[config.mk]
export PLATFORM = sky130hd
export DESIGN_NAME = lru_write_back_block_cache_core
export DESIGN_NICKNAME = d
export VERILOG_FILES = /design/src/rtl/lwbc_pkg.sv /design/src/rtl/lru_write_back_block_cache_core.sv /design/src/rtl/lwbc_slot_store.sv /design/src/rtl/lwbc_sync_order.sv /design/src/rtl/lwbc_ctrl.sv
export SDC_FILE = /design/constraint.sdc
export NUM_CORES = 1
export LEC_CHECK = 0
export BUFFER_PORTS_ARGS = -buffer_cell sky130_fd_sc_hd__buf_4
export CORE_MARGIN = 2
export CORE_UTILIZATION = 35
export CTS_CLUSTER_DIAMETER = 100
export CTS_CLUSTER_SIZE = 14
export DETAILED_ROUTE_END_ITERATION = 10
export PLACE_DENSITY_LB_ADDON = 0.12
export SLEW_MARGIN = 0
export SYNTH_ARGS = -nofsm -noshare
export SYNTH_HDL_FRONTEND = slang
export SYNTH_HIERARCHICAL = 1
export SYNTH_SLANG_ARGS = --single-unit
[constraint.sdc]
create_clock -name clk_i -period 5.4 [get_ports clk_i]
set_input_delay 1.08 -clock clk_i [delete_from_list [all_inputs] [get_ports clk_i]]
set_output_delay 1.08 -clock clk_i [all_outputs]
set_load 0.1 [all_outputs]
[src/rtl/lwbc_pkg.sv]
`timescale 1ns / 1ps
// ----------------------------------------------------------------------------
// lwbc_pkg: shared types and codes of the lru write-back block cache
// Slot count, block width, request/result structs, sequencer states and the
// control structs that pass between the sequencer and the slot store.
// ----------------------------------------------------------------------------
package lwbc_pkg;

  localparam int SLOTS      = 16;
  localparam int BLOCK_BITS = 16;
  localparam int SLOT_W     = $clog2(SLOTS);
  localparam int CNT_W      = $clog2(SLOTS + 1);

  typedef logic [BLOCK_BITS-1:0] blk_t;
  typedef logic [SLOT_W-1:0]     slot_t;
  typedef logic [CNT_W-1:0]      cnt_t;

  // request modes
  localparam logic [1:0] MODE_READ  = 2'd0;
  localparam logic [1:0] MODE_WRITE = 2'd1;
  localparam logic [1:0] MODE_SYNC  = 2'd2;

  // result actions
  localparam logic [1:0] ACT_DONE  = 2'd0;
  localparam logic [1:0] ACT_WB    = 2'd1;
  localparam logic [1:0] ACT_FETCH = 2'd2;

  typedef struct packed {
    logic [1:0] mode;
    blk_t       block_number;
  } req_t;

  typedef struct packed {
    logic [1:0] action;
    blk_t       disk_block;
    slot_t      slot;
    logic       hit;
    logic       last;
  } rsp_t;

  typedef enum logic [2:0] {
    ST_IDLE,
    ST_SCAN,
    ST_WB,
    ST_UPDATE,
    ST_FETCH,
    ST_FINAL,
    ST_SYNC_SCAN,
    ST_SYNC_EMIT
  } state_e;

  // update commands and read index from the sequencer to the slot store
  typedef struct packed {
    logic  touch;
    logic  alloc;
    logic  mark;
    logic  wr_tag;
    logic  clean;
    logic  clr_dirty;
    slot_t slot;
    slot_t rank;
    slot_t dorder;
    blk_t  tag;
    slot_t rd_idx;
  } store_cmd_t;

  // slot store view at the read index, plus occupancy counts
  typedef struct packed {
    blk_t  tag;
    logic  valid;
    logic  dirty;
    slot_t rank;
    slot_t dorder;
    cnt_t  valid_cnt;
    cnt_t  dirty_cnt;
  } store_rd_t;

  typedef struct packed {
    logic  we;
    slot_t addr;
    blk_t  tag;
    slot_t slot;
  } sync_wr_t;

endpackage

[src/rtl/lru_write_back_block_cache_core.sv]
`timescale 1ns / 1ps
// ----------------------------------------------------------------------------
// lru_write_back_block_cache_core: tag and policy engine of an lru cache
// Fully associative write-back, write-allocate block cache control.
// ----------------------------------------------------------------------------
// Usage:
//   Input channel (in_valid_i / in_stall_o / in_data_i) takes one request:
//   read, write or sync, with a block number. Output channel (out_valid_o /
//   out_stall_i / out_data_o) returns the actions for that request in order,
//   the final one flagged by last. A transfer happens when valid is high
//   and stall is low.
//   Each read or write walks all SLOTS slots through one tag comparator,
//   one slot per cycle, before it issues its results. in_stall_o stays
//   high from accept until the last result sits in the output register;
//   then the next request may be accepted while that result still waits.
//   Reset clears all valid and dirty bits at once; the cache starts empty.
//   An output stall holds the current result and pauses the sequencer
//   while it offers one, not in the scan; no result is lost or repeated.
// ----------------------------------------------------------------------------
module lru_write_back_block_cache_core import lwbc_pkg::*; (
  input  logic clk_i,
  input  logic rst_ni,
  input  logic in_valid_i,
  output logic in_stall_o,
  input  req_t in_data_i,
  output logic out_valid_o,
  input  logic out_stall_i,
  output rsp_t out_data_o
);

  logic       busy;
  logic       res_valid;
  logic       res_ready;
  rsp_t       res;
  store_cmd_t cmd;
  store_rd_t  rd;
  sync_wr_t   sync_wr;
  slot_t      sync_raddr;
  blk_t       sync_tag;
  slot_t      sync_slot;
  logic       out_valid_q;
  rsp_t       out_data_q;

  lwbc_ctrl u_ctrl (
    .clk_i        (clk_i),
    .rst_ni       (rst_ni),
    .in_valid_i   (in_valid_i),
    .req_i        (in_data_i),
    .busy_o       (busy),
    .res_valid_o  (res_valid),
    .res_o        (res),
    .res_ready_i  (res_ready),
    .cmd_o        (cmd),
    .rd_i         (rd),
    .sync_wr_o    (sync_wr),
    .sync_raddr_o (sync_raddr),
    .sync_tag_i   (sync_tag),
    .sync_slot_i  (sync_slot)
  );

  lwbc_slot_store u_store (
    .clk_i  (clk_i),
    .rst_ni (rst_ni),
    .cmd_i  (cmd),
    .rd_o   (rd)
  );

  lwbc_sync_order u_sync (
    .clk_i   (clk_i),
    .wr_i    (sync_wr),
    .raddr_i (sync_raddr),
    .tag_o   (sync_tag),
    .slot_o  (sync_slot)
  );

  // output register: a new result loads when the held one is gone or leaves
  assign res_ready = !out_valid_q || !out_stall_i;

  always_ff @(posedge clk_i or negedge rst_ni) begin
    if (!rst_ni) begin
      out_valid_q <= 1'b0;
    end else if (res_ready) begin
      out_valid_q <= res_valid;
    end
  end

  always_ff @(posedge clk_i) begin
    if (res_valid && res_ready) begin
      out_data_q <= res;
    end
  end

  assign in_stall_o  = busy;
  assign out_valid_o = out_valid_q;
  assign out_data_o  = out_data_q;

  a_busy_after_accept: assert property (@(posedge clk_i) disable iff (!rst_ni)
    (in_valid_i && !in_stall_o) |=> in_stall_o)
    else $error("sequencer not busy after request transfer");

  a_idle_after_last: assert property (@(posedge clk_i) disable iff (!rst_ni)
    (res_valid && res_ready && res.last) |=> !in_stall_o)
    else $error("sequencer still busy after last result");

  a_result_only_busy: assert property (@(posedge clk_i) disable iff (!rst_ni)
    res_valid |-> in_stall_o)
    else $error("result offered while idle");

  a_counts: assert property (@(posedge clk_i) disable iff (!rst_ni)
    (rd.dirty_cnt <= rd.valid_cnt) && (rd.valid_cnt <= CNT_W'(SLOTS)))
    else $error("dirty or valid slot count out of range");

endmodule

[src/rtl/lwbc_slot_store.sv]
`timescale 1ns / 1ps
// ----------------------------------------------------------------------------
// lwbc_slot_store: per-slot tag, valid, dirty and rank state
// Holds recency and dirty-order ranks and applies the touch, allocate,
// mark-dirty, clean and clear-dirty updates to all slots in parallel.
// ----------------------------------------------------------------------------
module lwbc_slot_store import lwbc_pkg::*; (
  input  logic       clk_i,
  input  logic       rst_ni,
  input  store_cmd_t cmd_i,
  output store_rd_t  rd_o
);

  blk_t             tag_q  [SLOTS];
  slot_t            rank_q [SLOTS];
  slot_t            dord_q [SLOTS];
  logic [SLOTS-1:0] valid_q;
  logic [SLOTS-1:0] dirty_q;
  cnt_t             valid_cnt_q;
  cnt_t             dirty_cnt_q;
  logic             do_mark;

  // a slot that is already dirty keeps its place in the dirty order
  assign do_mark = cmd_i.mark && !dirty_q[cmd_i.slot];

  always_ff @(posedge clk_i or negedge rst_ni) begin
    if (!rst_ni) begin
      valid_q     <= '0;
      dirty_q     <= '0;
      valid_cnt_q <= '0;
      dirty_cnt_q <= '0;
    end else begin
      if (cmd_i.alloc) begin
        valid_q[cmd_i.slot] <= 1'b1;
        valid_cnt_q         <= valid_cnt_q + CNT_W'(1);
      end
      if (cmd_i.clr_dirty) begin
        dirty_q     <= '0;
        dirty_cnt_q <= '0;
      end else if (cmd_i.clean) begin
        dirty_q[cmd_i.slot] <= 1'b0;
        dirty_cnt_q         <= dirty_cnt_q - CNT_W'(1);
      end else if (do_mark) begin
        dirty_q[cmd_i.slot] <= 1'b1;
        dirty_cnt_q         <= dirty_cnt_q + CNT_W'(1);
      end
    end
  end

  always_ff @(posedge clk_i) begin
    if (cmd_i.wr_tag) begin
      tag_q[cmd_i.slot] <= cmd_i.tag;
    end
    for (int i = 0; i < SLOTS; i++) begin
      if (cmd_i.touch) begin
        if (SLOT_W'(i) == cmd_i.slot) begin
          rank_q[i] <= SLOT_W'(valid_cnt_q - CNT_W'(1));
        end else if (valid_q[i] && (rank_q[i] > cmd_i.rank)) begin
          rank_q[i] <= rank_q[i] - SLOT_W'(1);
        end
      end else if (cmd_i.alloc && (SLOT_W'(i) == cmd_i.slot)) begin
        rank_q[i] <= SLOT_W'(valid_cnt_q);
      end
      if (cmd_i.clean) begin
        if ((SLOT_W'(i) != cmd_i.slot) && dirty_q[i] && (dord_q[i] > cmd_i.dorder)) begin
          dord_q[i] <= dord_q[i] - SLOT_W'(1);
        end
      end else if (do_mark && (SLOT_W'(i) == cmd_i.slot)) begin
        dord_q[i] <= SLOT_W'(dirty_cnt_q);
      end
    end
  end

  always_comb begin
    rd_o.tag       = tag_q[cmd_i.rd_idx];
    rd_o.valid     = valid_q[cmd_i.rd_idx];
    rd_o.dirty     = dirty_q[cmd_i.rd_idx];
    rd_o.rank      = rank_q[cmd_i.rd_idx];
    rd_o.dorder    = dord_q[cmd_i.rd_idx];
    rd_o.valid_cnt = valid_cnt_q;
    rd_o.dirty_cnt = dirty_cnt_q;
  end

endmodule

[src/rtl/lwbc_sync_order.sv]
`timescale 1ns / 1ps
// ----------------------------------------------------------------------------
// lwbc_sync_order: dirty-order buffer for sync
// Filled during the sync scan at each dirty slot's order rank, then read
// back in rank order so write-backs leave oldest dirty first.
// ----------------------------------------------------------------------------
module lwbc_sync_order import lwbc_pkg::*; (
  input  logic     clk_i,
  input  sync_wr_t wr_i,
  input  slot_t    raddr_i,
  output blk_t     tag_o,
  output slot_t    slot_o
);

  blk_t  ord_tag_q  [SLOTS];
  slot_t ord_slot_q [SLOTS];

  always_ff @(posedge clk_i) begin
    if (wr_i.we) begin
      ord_tag_q[wr_i.addr]  <= wr_i.tag;
      ord_slot_q[wr_i.addr] <= wr_i.slot;
    end
  end

  assign tag_o  = ord_tag_q[raddr_i];
  assign slot_o = ord_slot_q[raddr_i];

endmodule

[src/rtl/lwbc_ctrl.sv]
`timescale 1ns / 1ps
// ----------------------------------------------------------------------------
// lwbc_ctrl: request sequencer with the shared tag comparator
// Walks the slots one per cycle to find hit, free slot and lru victim, or
// to collect dirty slots for sync, then issues updates and results.
// ----------------------------------------------------------------------------
module lwbc_ctrl import lwbc_pkg::*; (
  input  logic       clk_i,
  input  logic       rst_ni,
  input  logic       in_valid_i,
  input  req_t       req_i,
  output logic       busy_o,
  output logic       res_valid_o,
  output rsp_t       res_o,
  input  logic       res_ready_i,
  output store_cmd_t cmd_o,
  input  store_rd_t  rd_i,
  output sync_wr_t   sync_wr_o,
  output slot_t      sync_raddr_o,
  input  blk_t       sync_tag_i,
  input  slot_t      sync_slot_i
);

  state_e     state_q, state_d;
  logic [1:0] mode_q, mode_d;
  blk_t       bn_q, bn_d;
  slot_t      idx_q, idx_d;
  cnt_t       cnt_q, cnt_d;
  logic       hit_q, hit_d;
  logic       free_q, free_d;
  logic       vic_dirty_q, vic_dirty_d;
  logic       zero_q, zero_d;
  slot_t      hit_slot_q, hit_slot_d;
  slot_t      hit_rank_q, hit_rank_d;
  slot_t      free_slot_q, free_slot_d;
  slot_t      vic_slot_q, vic_slot_d;
  slot_t      vic_dord_q, vic_dord_d;
  blk_t       vic_tag_q, vic_tag_d;
  logic       last_idx;
  logic       tag_eq;
  slot_t      sel_slot;

  assign last_idx = (idx_q == SLOT_W'(SLOTS - 1));
  assign tag_eq   = rd_i.valid && (rd_i.tag == bn_q);
  // hit slot first, then lowest free slot, else the lru victim
  assign sel_slot = hit_q ? hit_slot_q : (free_q ? free_slot_q : vic_slot_q);

  always_ff @(posedge clk_i or negedge rst_ni) begin
    if (!rst_ni) begin
      state_q     <= ST_IDLE;
      idx_q       <= '0;
      cnt_q       <= '0;
      hit_q       <= 1'b0;
      free_q      <= 1'b0;
      vic_dirty_q <= 1'b0;
      zero_q      <= 1'b0;
    end else begin
      state_q     <= state_d;
      idx_q       <= idx_d;
      cnt_q       <= cnt_d;
      hit_q       <= hit_d;
      free_q      <= free_d;
      vic_dirty_q <= vic_dirty_d;
      zero_q      <= zero_d;
    end
  end

  always_ff @(posedge clk_i) begin
    mode_q      <= mode_d;
    bn_q        <= bn_d;
    hit_slot_q  <= hit_slot_d;
    hit_rank_q  <= hit_rank_d;
    free_slot_q <= free_slot_d;
    vic_slot_q  <= vic_slot_d;
    vic_dord_q  <= vic_dord_d;
    vic_tag_q   <= vic_tag_d;
  end

  always_comb begin
    state_d     = state_q;
    mode_d      = mode_q;
    bn_d        = bn_q;
    idx_d       = idx_q;
    cnt_d       = cnt_q;
    hit_d       = hit_q;
    free_d      = free_q;
    vic_dirty_d = vic_dirty_q;
    zero_d      = zero_q;
    hit_slot_d  = hit_slot_q;
    hit_rank_d  = hit_rank_q;
    free_slot_d = free_slot_q;
    vic_slot_d  = vic_slot_q;
    vic_dord_d  = vic_dord_q;
    vic_tag_d   = vic_tag_q;

    busy_o      = (state_q != ST_IDLE);
    res_valid_o = 1'b0;
    res_o       = '0;

    cmd_o        = '0;
    cmd_o.slot   = sel_slot;
    cmd_o.rank   = hit_q ? hit_rank_q : '0;
    cmd_o.dorder = vic_dord_q;
    cmd_o.tag    = bn_q;
    cmd_o.rd_idx = idx_q;

    sync_wr_o      = '0;
    sync_wr_o.addr = rd_i.dorder;
    sync_wr_o.tag  = rd_i.tag;
    sync_wr_o.slot = idx_q;
    sync_raddr_o   = cnt_q[SLOT_W-1:0];

    unique case (state_q)
      ST_IDLE: begin
        if (in_valid_i) begin
          mode_d      = req_i.mode;
          bn_d        = req_i.block_number;
          idx_d       = '0;
          cnt_d       = '0;
          hit_d       = 1'b0;
          free_d      = 1'b0;
          vic_dirty_d = 1'b0;
          if (req_i.mode == MODE_SYNC) begin
            zero_d  = 1'b1;
            state_d = ST_SYNC_SCAN;
          end else if ((req_i.mode == MODE_READ) || (req_i.mode == MODE_WRITE)) begin
            zero_d  = 1'b0;
            state_d = ST_SCAN;
          end else begin
            // unused mode: a lone done result
            zero_d  = 1'b1;
            state_d = ST_FINAL;
          end
        end
      end
      ST_SCAN: begin
        if (tag_eq && !hit_q) begin
          hit_d      = 1'b1;
          hit_slot_d = idx_q;
          hit_rank_d = rd_i.rank;
        end
        if (!rd_i.valid && !free_q) begin
          free_d      = 1'b1;
          free_slot_d = idx_q;
        end
        if (rd_i.valid && (rd_i.rank == '0)) begin
          vic_slot_d  = idx_q;
          vic_tag_d   = rd_i.tag;
          vic_dirty_d = rd_i.dirty;
          vic_dord_d  = rd_i.dorder;
        end
        idx_d = idx_q + SLOT_W'(1);
        if (last_idx) begin
          state_d = (!hit_d && !free_d && vic_dirty_d) ? ST_WB : ST_UPDATE;
        end
      end
      ST_WB: begin
        res_valid_o       = 1'b1;
        res_o.action      = ACT_WB;
        res_o.disk_block  = vic_tag_q;
        res_o.slot        = vic_slot_q;
        if (res_ready_i) begin
          cmd_o.clean = 1'b1;
          state_d     = ST_UPDATE;
        end
      end
      ST_UPDATE: begin
        cmd_o.touch  = hit_q || !free_q;
        cmd_o.alloc  = !hit_q && free_q;
        cmd_o.mark   = (mode_q == MODE_WRITE);
        cmd_o.wr_tag = !hit_q;
        state_d      = (!hit_q && (mode_q == MODE_READ)) ? ST_FETCH : ST_FINAL;
      end
      ST_FETCH: begin
        res_valid_o      = 1'b1;
        res_o.action     = ACT_FETCH;
        res_o.disk_block = bn_q;
        res_o.slot       = sel_slot;
        if (res_ready_i) begin
          state_d = ST_FINAL;
        end
      end
      ST_FINAL: begin
        res_valid_o      = 1'b1;
        res_o.action     = ACT_DONE;
        res_o.disk_block = zero_q ? '0 : bn_q;
        res_o.slot       = zero_q ? '0 : sel_slot;
        res_o.hit        = hit_q;
        res_o.last       = 1'b1;
        if (res_ready_i) begin
          state_d = ST_IDLE;
        end
      end
      ST_SYNC_SCAN: begin
        sync_wr_o.we = rd_i.dirty;
        idx_d        = idx_q + SLOT_W'(1);
        if (last_idx) begin
          state_d = ST_SYNC_EMIT;
        end
      end
      ST_SYNC_EMIT: begin
        if (cnt_q == rd_i.dirty_cnt) begin
          cmd_o.clr_dirty = 1'b1;
          state_d         = ST_FINAL;
        end else begin
          res_valid_o      = 1'b1;
          res_o.action     = ACT_WB;
          res_o.disk_block = sync_tag_i;
          res_o.slot       = sync_slot_i;
          if (res_ready_i) begin
            cnt_d = cnt_q + CNT_W'(1);
          end
        end
      end
      default: begin
        state_d = ST_IDLE;
      end
    endcase
  end

endmodule
== After elaboration in Yosys (flattened, before gate mapping) ==
Memories as Yosys holds them, arrays and structs flattened.
Index checks and enable logic that the tools add are counted.
Storage, ports and cells
  register bits: 137
  memory bits (writable): 704
  output and inout port bits: 26
  memories: 5
Operators by class
  add/subtract/negate cells: 38
  magnitude comparators: 35
  eq/ne operators: 52
  muxes and demuxes: 368
  bitwise logic cells: 52
  reduce and logical (&&, ||, !) cells: 123
Memory list
  u_store.tag_q: depth 16, width 16, read ports 1, clocked after memory_dff 0, write ports 1, line lwbc_slot_store.sv:14  | blk_t tag_q [SLOTS];
  u_sync.ord_tag_q: depth 16, width 16, read ports 1, clocked after memory_dff 0, write ports 1, line lwbc_sync_order.sv:15  | blk_t ord_tag_q [SLOTS];
  u_store.dord_q: depth 16, width 4, read ports 17, clocked after memory_dff 0, write ports 16, line lwbc_slot_store.sv:16  | slot_t dord_q [SLOTS];
  u_store.rank_q: depth 16, width 4, read ports 17, clocked after memory_dff 0, write ports 16, line lwbc_slot_store.sv:15  | slot_t rank_q [SLOTS];
  u_sync.ord_slot_q: depth 16, width 4, read ports 1, clocked after memory_dff 0, write ports 1, line lwbc_sync_order.sv:16  | slot_t ord_slot_q [SLOTS];
Operator list (number)
  1-bit 2-to-1 mux: 282
  4-bit 2-to-1 mux: 54
  4-bit by 1-bit subtractor with 4-bit output (second input constant): 33
  4-bit greater-than comparator: 32
  1-bit logical AND: 91
  22-bit one-hot mux with 4 select lines: 1
  16-bit 2-to-1 mux: 4
  1-bit OR: 48
  4-bit equality test (first input constant): 8
  4-bit != test (first input constant): 8
  16-bit OR: 2
  5-bit 2-to-1 mux: 6
  3-bit 2-to-1 mux: 9
  3-bit one-hot mux with 8 select lines: 1
  21-bit 2-to-1 mux: 1
  16-bit bitwise AND: 1
  16-bit equality test: 1
  3-bit by 4-bit equality test with 1-bit output (first input constant): 4
  3-bit by 4-bit != test with 1-bit output (first input constant): 4
  16-bit NOT: 1
  5-bit by 1-bit adder with 5-bit output (second input constant): 3
  1-bit binary-select mux with 4-bit select: 3
  3-bit equality test (second input constant): 4
  2-bit != test (second input constant): 6
  other kinds (32): 61

== Logic depth before layout (Yosys ltp) ==
  word-level depth: 12
  gate-level depth with buffers: 17

== Cells and area by module ==
Netlist, hierarchy kept.
Modules (own cells, without submodules)
  lwbc_slot_store: times used 1, cells each 1704, area each 23605.1 um^2, sequential area each 12582.1 um^2
  lwbc_sync_order: times used 1, cells each 513, area each 12130.4 um^2, sequential area each 9609.2 um^2
  lwbc_ctrl: times used 1, cells each 316, area each 3619.7 um^2, sequential area each 2021.9 um^2
  lru_write_back_block_cache_core: times used 1, cells each 28, area each 768.2 um^2, sequential area each 745.7 um^2

== Worst setup path before layout ==
OpenSTA, ideal clock, no wires.
  kind: flip-flop to flip-flop
  start point: register u_ctrl.idx_q[0]
  end point: memory u_sync/ord_slot_q[0][0] in the netlist's numbering (enable)
  setup time: 0.422 ns
  data arrival time: 4.264 ns
  required time: 4.978 ns
  slack: 0.714 ns
  stages on the path, launching flop included: 8
  cell sequence: dfrtp_1 > clkbuf_1 > buf_1 > mux4_2 > mux4_2 > buf_4 > or3b_2 > nor3_1
RTL lines
  start, declared: line lwbc_ctrl.sv:27  | slot_t idx_q, idx_d;
  start signal, assigned: line lwbc_ctrl.sv:59  | idx_q <= idx_d;
  end, declared: line lwbc_sync_order.sv:16

==> impl_metrics.env <==
export IMPL_htreeDepth=3
export IMPL_fmax_mhz=226
export IMPL_dieHeight_um=342
export IMPL_syn_to_final_growth_pct=10.6
export IMPL_place_ws_ns=0.908
export IMPL_crit_path_start="u_ctrl/idx_q[0]"
export IMPL_yosysWarnings=6
export IMPL_fin_crit_sh=0.819
export IMPL_finalPower_mw=21.3
export IMPL_grt_max_degree=60
export IMPL_die_x_um=342
export IMPL_max_slew_margin_rel=0.227
export IMPL_sw_frac_of_total=0.362
export IMPL_hp_class="register to register"
export IMPL_min_period_ns=4.42
export IMPL_dr_pass1_iters=8
export IMPL_finClkSkew_ns=0.0294
export IMPL_power_frac_seq=0.435
export IMPL_leakage_nw=15.1
export IMPL_clock_path_buffers=3
export IMPL_core_area_um2=114000
export IMPL_clock_sinks=840
export IMPL_status="complete, no violations"
export IMPL_finalMaxSlewViolations=0
export IMPL_rsz0062_at_grt="no"
export IMPL_cp_required_ns=5.67
export IMPL_syn_num_nets=2748
export IMPL_power_frac_clock=0.226
export IMPL_maxCapViolCount=0
export IMPL_hold_viol=0
export IMPL_path_class="register to register"
export IMPL_worst_slew_pin_slew_ns=1.16
export IMPL_worst_setup_path_end_kind="register"
export IMPL_avgSynthCellArea_um2=15.7
export IMPL_p_switching_mw=7.70
export IMPL_cellPowerDensity_nw_per_um2=480
export IMPL_comb_power_share=0.340
export IMPL_tns_ns=0
export IMPL_root_buffer="clkbuf_16"
export IMPL_power_report_internal_total_mw=13.6
export IMPL_crit_chain="buf_12 > mux4_2 > mux4_2 > xnor2_1 > nand4_1 > nor3_1 > nand4_1 > nor2_1"
export IMPL_viasPerCell=5.66
export IMPL_globalplace_congestion=0.802
export IMPL_cts_hold_buffers=0
export IMPL_row_count=124
export IMPL_path_clk_slew_ns=0.07
export IMPL_clock_latency_ns=0.64
export IMPL_finalInstanceArea_um2=44300
export IMPL_vias=23500
export IMPL_dpl_cell_area_um2=42300
export IMPL_critPathLaunchType="register"
export IMPL_vdd_drop_max_v=0.000294
export IMPL_critical_path_top_delay_family="simple AND/OR/NAND/NOR gates"
export IMPL_dp_final_hpwl_um=71000
export IMPL_path_buf_inv=1
export IMPL_critPathSlowestCell="dfrtp_4"
export IMPL_synth_area_um2=40100
export IMPL_dieArea_um2=117000
export IMPL_worst_ep_arrival_time_ns=4.69
export IMPL_critPathMaxStageDelay_ns=0.87
export IMPL_drive_gt1_frac=0.195
export IMPL_drt_first_iter_violations=2113
export IMPL_place_port_buffers=47
export IMPL_crit_fanout=33
export IMPL_num_fill_cells=10400
export IMPL_pin_count=48
export IMPL_cts_setup_buffers=0
export IMPL_final_setup_viol_count=0
export IMPL_post_cts_resize_count=0
export IMPL_reg2reg_from="u_ctrl/idx_q[0]"
export IMPL_fin_ws_ns=0.977
export IMPL_grt_first_pass_wirelength_um=168000
export IMPL_syn_inst=2558
export IMPL_hp_start="u_store/valid_q[9]"
export IMPL_cts_tree="done"
export IMPL_numCtsBuffers=70
export IMPL_antenna_found_initial=1
export IMPL_drc=0
export IMPL_routed_wl_um=116000
export IMPL_wl_per_cell_um=27.9
export IMPL_final_nets=2798
export IMPL_grt_pass1_vias=23700
export IMPL_track_usage=0.197
export IMPL_drtAntennaViolNets=0
export IMPL_start_util=0.352
export IMPL_grt_ovfl_total=0
worst paths after layout:
check                                          to  slack, ns  depth (start not counted)
max reg2reg                  u_ctrl/hit_rank_q[1]       0.98                          8
max                          u_ctrl/hit_rank_q[1]       0.98                          8
min                            u_store/valid_q[9]       0.50                          1
min in group asynchronous  u_store/valid_cnt_q[2]       0.52                          1
max in group asynchronous  u_store/dirty_cnt_q[0]       4.00                          2
min reg2reg                    u_store/valid_q[9]       0.50                          1
cell type report:
cell class                 instances  area (µm²)  share of cell area
sequential                       840       25000               0.563
clock buffer                      98        1880              0.0424
tap                             1512        1890              0.0427
timing repair buffer             128        1010              0.0228
clock inverter                     7         115             0.00260
inverter                         103         387             0.00872
antenna                            1        2.50           0.0000564
multi-input combinational       1465       14100               0.318
sequential cells by signal, indices dropped and copies added, names as in the netlist, 24 cells and up, named ones only:
name / flops
u_store/tag_q: 256
u_sync/ord_tag_q: 256
u_store/dord_q: 64
u_store/rank_q: 64
u_sync/ord_slot_q: 64
out_data_o: 24
power groups by stage:
stage	Clock, mW	Combinational, mW	Sequential [mW]
floorplan	0	4.76	9.53
global placement	0	7.08	9.38
detailed placement	0	7.24	9.39
CTS	4.95	7.26	9.26
global route	5.16	7.70	9.33
finish	4.80	7.22	9.24
metrics by stage:
| stage | utilization | hold WS, ns | cells |
|---|---|---|---|
| finish | 0.389 | 0.500 | 4154 |
| global route | 0.389 | 0.517 | 4153 |
| CTS | 0.389 | 0.494 | 4153 |
| detailed placement | 0.371 | 0.477 | 4048 |
| global placement | 0.371 | 0.467 | 4048 |
| floorplan | - | 0.445 | 2558 |
routing by layer:
| metal | wire length [µm] | up-vias | part of all wire | GRT usage |
|---|---|---|---|---|
| li1 | - | 10200 | - | - |
| met1 | 51700 | 12500 | 0.45 | 0.280 |
| met2 | 55900 | 736 | 0.48 | 0.325 |
| met3 | 6400 | 125 | 0.055 | 0.0244 |
| met4 | 1830 | 0 | 0.016 | 0.0397 |
| met5 | 0 | - | 0 | 0 |
cells in the final DEF, fill, tap and decap left out, types with 43 or more instances in the layout:
cell type,instances
dfrtp_1,52
edfxtp_1,782
xor2_1,43
nor2_1,173
buf_4,124
xnor2_1,51
mux4_2,196
nand2_1,64
ha_1,167
clkbuf_16,71
nand4_1,44
a21oi_1,117
inv_1,102
Power figures use the tool's default switching activity.
